## config.mk

```make
export PLATFORM = sky130hd
export DESIGN_NAME = rmsu_front
export DESIGN_NICKNAME = d
export VERILOG_FILES = /design/src/hw/rtl/rmsu_pkg.sv /design/src/hw/rtl/rmsu_front.sv
export SDC_FILE = /design/constraint.sdc
export NUM_CORES = 2
export LEC_CHECK = 0
export ABC_CLOCK_PERIOD_IN_PS = 10400
export BUFFER_PORTS_ARGS = -buffer_cell sky130_fd_sc_hd__clkbuf_2
export CORE_MARGIN = 4
export CORE_UTILIZATION = 55
export CTS_CLUSTER_DIAMETER = 200
export DETAILED_ROUTE_END_ITERATION = 10
export PLACE_DENSITY = 0.81
export SLEW_MARGIN = 30
export SYNTH_ARGS = -nofsm -noshare
export SYNTH_HDL_FRONTEND = slang
export SYNTH_SLANG_ARGS = --single-unit
```

## constraint.sdc

```tcl
create_clock -name clock -period 10.4 [get_ports clock]
set_input_delay 1.04 -clock clock [delete_from_list [all_inputs] [get_ports clock]]
set_output_delay 1.04 -clock clock [all_outputs]
set_load 0.02 [all_outputs]
```

## src/hw/rtl/rmsu_pkg.sv

```systemverilog
`timescale 1ns / 1ps

package rmsu_pkg;

   // field widths
   localparam int unsigned WEIGHT_W   = 16;
   localparam int unsigned CACHE_W    = 32;
   localparam int unsigned RATE_W     = 16;
   localparam int unsigned CLIP_W     = 15;
   localparam int unsigned CSR_IDX_W  = 3;

   // datapath widths
   localparam int unsigned X_W        = 50;   // radicand, padded to an even width
   localparam int unsigned ROOT_W     = X_W / 2;
   localparam int unsigned REMS_W     = ROOT_W + 2;
   localparam int unsigned NUM_W      = 35;   // step * |g| * 16
   localparam int unsigned QUO_W      = NUM_W + 1;
   localparam int unsigned REMD_W     = ROOT_W;
   localparam int unsigned REGT_W     = 18;
   localparam int unsigned WN_W       = 43;

   localparam logic [RATE_W:0] ONE_Q16 = 17'h10000;

   // register reset values
   localparam logic [RATE_W-1:0] DECAY_RST = 16'd62259;
   localparam logic [RATE_W-1:0] EPS_RST   = 16'd1;
   localparam logic [CLIP_W-1:0] CLIP_RST  = 15'd20480;
   localparam logic [RATE_W-1:0] STEP_RST  = 16'd66;
   localparam logic [RATE_W-1:0] REG_RST   = 16'd0;

   typedef enum logic [CSR_IDX_W-1:0] {
      CSR_DECAY = 3'd0,
      CSR_EPS   = 3'd1,
      CSR_CLIP  = 3'd2,
      CSR_STEP  = 3'd3,
      CSR_REG   = 3'd4
   } csr_index_type;

   typedef struct packed {
      logic [RATE_W-1:0] cache_decay;
      logic [RATE_W-1:0] smooth_epsilon;
      logic [CLIP_W-1:0] clip_limit;
      logic [RATE_W-1:0] learn_rate;
      logic [RATE_W-1:0] reg_coef;
   } cfg_type;

   // per-item data that rides alongside the root and divide pipes
   typedef struct packed {
      logic signed [WEIGHT_W-1:0] weight;
      logic signed [REGT_W-1:0]   regt;
      logic                       gneg;
      logic [NUM_W-1:0]           num;
      logic [CACHE_W-1:0]         cnew;
      logic                       sat_c;
   } side_type;

endpackage

```

## src/hw/rtl/rmsu_front.sv

```systemverilog
`timescale 1ns / 1ps

module rmsu_front (
   input  logic                                 clock,
   input  logic                                 reset,
   input  logic                                 in_valid,
   input  logic signed [rmsu_pkg::WEIGHT_W-1:0] weight,
   input  logic signed [rmsu_pkg::WEIGHT_W-1:0] grad,
   input  logic [rmsu_pkg::CACHE_W-1:0]         cache,
   input  rmsu_pkg::cfg_type                    cfg,
   output logic                                 out_valid,
   output logic [rmsu_pkg::X_W-1:0]             out_x,
   output rmsu_pkg::side_type                   out_side
);

   // stage 1: magnitudes, clip, first products
   logic [15:0]        gmag_in;
   logic [14:0]        gcmag_in;
   logic [47:0]        cprod_in;
   logic [30:0]        gsq_in;
   logic signed [32:0] regp_in;

   logic               vld1_ff;
   logic signed [15:0] w1_ff;
   logic               gneg1_ff;
   logic [14:0]        gcmag1_ff;
   logic [47:0]        cprod1_ff;
   logic [30:0]        gsq1_ff;
   logic signed [32:0] regp1_ff;

   assign gmag_in  = grad[15] ? 16'(-grad) : 16'(grad);
   assign gcmag_in = (gmag_in > {1'b0, cfg.clip_limit}) ? cfg.clip_limit : gmag_in[14:0];
   assign cprod_in = cache * cfg.cache_decay;
   assign gsq_in   = gmag_in * gmag_in;
   assign regp_in  = $signed({1'b0, cfg.reg_coef}) * weight;

   always_ff @(posedge clock) begin
      if (reset) begin
         vld1_ff <= 1'b0;
      end else begin
         vld1_ff <= in_valid;
      end
   end

   always_ff @(posedge clock) begin
      w1_ff     <= weight;
      gneg1_ff  <= grad[15];
      gcmag1_ff <= gcmag_in;
      cprod1_ff <= cprod_in;
      gsq1_ff   <= gsq_in;
      regp1_ff  <= regp_in;
   end

   // stage 2: gradient-square weighting, step numerator, decay rounding
   logic [16:0]        comp_in;
   logic [47:0]        gterm_in;
   logic [30:0]        sprod_in;
   logic [32:0]        regp_mag;
   logic [32:0]        regp_rnd;
   logic [16:0]        regt_mag;
   logic signed [17:0] regt_in;

   logic               vld2_ff;
   logic signed [15:0] w2_ff;
   logic               gneg2_ff;
   logic [34:0]        num2_ff;
   logic signed [17:0] regt2_ff;
   logic [47:0]        cprod2_ff;
   logic [47:0]        gterm2_ff;

   assign comp_in  = rmsu_pkg::ONE_Q16 - {1'b0, cfg.cache_decay};
   assign gterm_in = comp_in * gsq1_ff;
   assign sprod_in = cfg.learn_rate * gcmag1_ff;
   assign regp_mag = regp1_ff[32] ? 33'(-regp1_ff) : 33'(regp1_ff);
   assign regp_rnd = regp_mag + 33'd32768;
   assign regt_mag = regp_rnd[32:16];
   // ties away from zero
   assign regt_in  = regp1_ff[32] ? -$signed({1'b0, regt_mag}) : $signed({1'b0, regt_mag});

   always_ff @(posedge clock) begin
      if (reset) begin
         vld2_ff <= 1'b0;
      end else begin
         vld2_ff <= vld1_ff;
      end
   end

   always_ff @(posedge clock) begin
      w2_ff     <= w1_ff;
      gneg2_ff  <= gneg1_ff;
      num2_ff   <= {sprod_in, 4'b0000};
      regt2_ff  <= regt_in;
      cprod2_ff <= cprod1_ff;
      gterm2_ff <= gterm_in;
   end

   // stage 3: new cache, rounded half up to Q8.24
   logic [48:0] acc_in;
   logic [48:0] accr_in;
   logic [32:0] cfull_in;

   logic               vld3_ff;
   logic signed [15:0] w3_ff;
   logic               gneg3_ff;
   logic [34:0]        num3_ff;
   logic signed [17:0] regt3_ff;
   logic [31:0]        cnew3_ff;
   logic               satc3_ff;

   assign acc_in   = 49'(cprod2_ff) + 49'(gterm2_ff);
   assign accr_in  = acc_in + 49'd32768;
   assign cfull_in = accr_in[48:16];

   always_ff @(posedge clock) begin
      if (reset) begin
         vld3_ff <= 1'b0;
      end else begin
         vld3_ff <= vld2_ff;
      end
   end

   always_ff @(posedge clock) begin
      w3_ff    <= w2_ff;
      gneg3_ff <= gneg2_ff;
      num3_ff  <= num2_ff;
      regt3_ff <= regt2_ff;
      cnew3_ff <= cfull_in[32] ? 32'hFFFF_FFFF : cfull_in[31:0];
      satc3_ff <= cfull_in[32];
   end

   // stage 4: radicand (cache + eps) << 16
   logic [32:0]        v_in;
   logic               vld4_ff;
   logic [rmsu_pkg::X_W-1:0] x4_ff;
   rmsu_pkg::side_type side4_ff;

   assign v_in = 33'(cnew3_ff) + 33'(cfg.smooth_epsilon);

   always_ff @(posedge clock) begin
      if (reset) begin
         vld4_ff <= 1'b0;
      end else begin
         vld4_ff <= vld3_ff;
      end
   end

   always_ff @(posedge clock) begin
      x4_ff           <= {1'b0, v_in, 16'h0000};
      side4_ff.weight <= w3_ff;
      side4_ff.regt   <= regt3_ff;
      side4_ff.gneg   <= gneg3_ff;
      side4_ff.num    <= num3_ff;
      side4_ff.cnew   <= cnew3_ff;
      side4_ff.sat_c  <= satc3_ff;
   end

   assign out_valid = vld4_ff;
   assign out_x     = x4_ff;
   assign out_side  = side4_ff;

`ifndef SYNTHESIS
   // with legal operand widths the cache never overflows 32 bits
   a_cache_fits: assert property (@(posedge clock) disable iff (reset)
      vld3_ff |-> !satc3_ff)
      else $error("cache clamp acted");
`endif

endmodule

```

==> flow_summary.toml <==
[clock_tree]
cts_tree = "built"
cts_sinks = 540
htreeDepth = 2
cts.repair.resized = 0
numCtsBuffers = 61
cts_buffer_depth = 3
clk_latency_ps = 700
cts_setup_buffers = 0
path_clk_slew_ps = 70
root_buffer = "clkbuf_16"
ctsHoldBuffers = 0

[floorplanning]
core_region_area_sq_um = 130000
start_util_pct = 55.5
die_y_microns = 370
die_x_microns = 370
fp-row-count = 132
pin_count = 300
dieArea_sq_um = 137000

[run]
drv_cap = 0

[routing]
drtIter0Drc = 3253
wl_microns = 173000
num_vias = 53100
viasPerCell = 5.46
drc = 0
detail_route.wl_per_cell_microns = 17.8
final_antenna_net_count = 0
drt_first_pass_iters = 8

[global_route]
grt_max_degree = 42
grt_overflow = 0
grt_usage_pct = 25.9
grt_first_pass_wirelength_microns = 287000
antenna_found_initial = 2
grt_pass1_vias = 58000

[critical_path]
crit_path_end_kind = "flop"
critPathKind = "in2reg"
r2r_slack_ps = 2360
cp.required_ps = 11030
reg2reg_from = "gsq1_ff[10]"
timing.rr.end = "gterm2_ff[42]"
cp.arrival_ps = 9800
cp-start-kind = "input port"
cp_max_fo = 19
crit_end = "gterm2_ff[42]"
critPathLaunch = "cfg[69]"
r2r_cells = 23

[logic_synthesis]
ys_seq_area_share_pct = 15.0
synth_area_per_cell_sq_um = 9.23
ys_types = 85
synth_edf_count = 0
syn_inst = 7819
netlist_area_sq_um = 72200
ys_warn_count = 0
synth_ff_type = "dfxtp_1"
ys_ff_latch = 540
synth-async-reset-ratio_pct = 0

[placed_design]
dpl.cell_count = 9613
dpl.hpwl_microns = 135000
gp_congestion = 0.914
port_buffers = 278
dpl_worst_slack_ps = 661

[cells_and_area]
syn2layout_area_growth_pct = 7.17
stdcell_count = 9730
drive_above_1_share_pct = 6.29
fin_nets = 10100

[timing]
fin_skew_ps = 31.0
finalHoldViolCount = 0
final.period_utilization_pct = 88.2
rsz0062_at_grt = "false"
tightest_slew_ps = 1030
max_freq_mhz = 109
finalCriticalPeriod_ps = 9170
setup_tns_ps = 0
finalSetupViolCount = 0
max_slew_margin_pct = 30.7
setup_slack_ps = 1230
final_max_slew_viol_count = 0
holdWs_ps = 314

[outcome]
run_status = "complete, no violations"

[worst_hold_path]
hp-class = "reg2reg"
## worst min-delay path by stage
stage | to | depth (start not counted) | from | slack (ps)
floorplan | cprod2_ff[0] | 0 | cprod1_ff[0] | 310
global placement | w3_ff[4] | 0 | w2_ff[4] | 310
detailed placement | cprod2_ff[0] | 0 | cprod1_ff[0] | 310
CTS | regt3_ff[7] | 0 | regt2_ff[7] | 310
global route | out_side[69] | 0 | regt3_ff[0] | 330
finish | regt3_ff[7] | 0 | regt2_ff[7] | 310
## flip-flops by register name, indices dropped and copies added, names as in the netlist, 15 cells and up
register,count
cnew3_ff,32
cprod1_ff,48
cprod2_ff,48
gcmag1_ff,15
gsq1_ff,30
gterm2_ff,48
num2_ff,31
num3_ff,31
out_side,99
out_x,33
regp1_ff,33
regt2_ff,18
regt3_ff,18
w1_ff,16
w2_ff,16
w3_ff,16
## critical path, stage by stage
cell	delay (ps)
clkbuf_2	250
or4_1	640
or2_2	410
nor3_1	310
xnor2_2	350
buf_4	390
nand2_1	110
fa_1	560
inv_1	60
fa_1	560
fa_1	430
fa_1	460
fa_1	490
inv_1	50
fa_1	470
inv_1	40
ha_1	340
a21oi_1	230
nand2b_1	110
a2111o_1	380
a31oi_2	330
o21ai_1	240
a2111oi_1	670
o21bai_1	150
a21o_1	240
a311oi_1	320
xnor2_1	150
## routing by layer
metal  vias to the layer above  GRT usage (%)  part of all wire [%]
met1                     26700           31.2                    37
met3                       655           4.38                   7.4
met4                         2           13.6                   6.0
li1                      23600              -                     -
met2                      2165           44.4                    49
met5                         -              0                0.0075
## cell usage in the layout, fill, tap and decap left out, types with 25 or more instances in the layout
cell and instances:
nand2b_1 55, inv_1 1691, nand3_1 57, o21a_1 46, clkbuf_2 278, nor3_1 56
ha_1 679, xnor2_1 188, buf_4 57, nor2b_1 38, and2_1 516, a21o_1 94
o21bai_1 25, nor2_1 199, a211oi_1 41, fa_1 1388, dfxtp_1 540, clkbuf_16 61
a21oi_1 179, conb_1 46, nand2_1 1186, o21ai_0 104, xor2_1 91
## cells in the mapped netlist, types with 9 or more instances
| cell type | n | area share (%) |
|---|---|---|
| nand2_1 | 1186 | 6.2 |
| or2_2 | 13 | 0.11 |
| nor2_1 | 199 | 1.0 |
| o21a_1 | 46 | 0.48 |
| o21ai_1 | 10 | 0.069 |
| buf_1 | 23 | 0.12 |
| o21ai_0 | 105 | 0.73 |
| o31ai_1 | 12 | 0.12 |
| nand4_1 | 20 | 0.17 |
| o22ai_1 | 17 | 0.15 |
| nand2b_1 | 55 | 0.48 |
| a211o_1 | 12 | 0.15 |
| a31oi_1 | 19 | 0.16 |
| xor2_1 | 96 | 1.2 |
| nor3_1 | 57 | 0.40 |
| a21o_1 | 94 | 0.98 |
| nand3_1 | 57 | 0.40 |
| a211oi_1 | 41 | 0.43 |
| dfxtp_1 | 540 | 15 |
| clkbuf_1 | 279 | 1.5 |
| nor4_1 | 13 | 0.11 |
| or3_1 | 19 | 0.16 |
| and2_1 | 516 | 4.5 |
| o211ai_1 | 10 | 0.10 |
| a21oi_1 | 180 | 1.2 |
| buf_4 | 21 | 0.22 |
| and3_1 | 22 | 0.19 |
| inv_1 | 1691 | 8.8 |
| nor2b_1 | 38 | 0.33 |
| xnor2_1 | 198 | 2.4 |
| a41oi_1 | 9 | 0.11 |
| fa_1 | 1388 | 39 |
| o21bai_1 | 25 | 0.26 |
| ha_1 | 679 | 12 |
## logic make-up (layout without fill, tap and decap cells)
logic type                 Yosys count  count (layout)  share of synthesized area, %
AOI/OAI and AO/OA                  648             648                          5.84
xor gates and xnor gates           294             294                          3.57
adders and majority gates         2067            2067                          50.3
buffers and inverters             2028            2152                          10.7
DFF                                540             540                          15.0
muxes                                2               2                        0.0295
other                                2              47                        0.0104
and+or+nand+nor                   2238            2238                          14.6
## per-stage QoR
stage	utilization, %	area [sq um]
CTS	59.5	77300
floorplan	-	72300
finish	59.5	77300
detailed placement	57.8	75200
global placement	57.8	75200
global route	59.5	77300
## layout make-up
class,instances,area (sq um)
Tap cell,1742,2180
Timing Repair Buffer,337,1870
Clock inverter,36,393
Antenna cell,1,2.50
Fill cell,10600,52600
Clock buffer,79,1720
Sequential cell,540,10800
Inverter,1700,6380
Multi-Input combinational cell,5295,54000
Power is left out: the tool's default activity adds up to more than one toggle a clock period on the data nets, which glitch-free logic cannot reach.
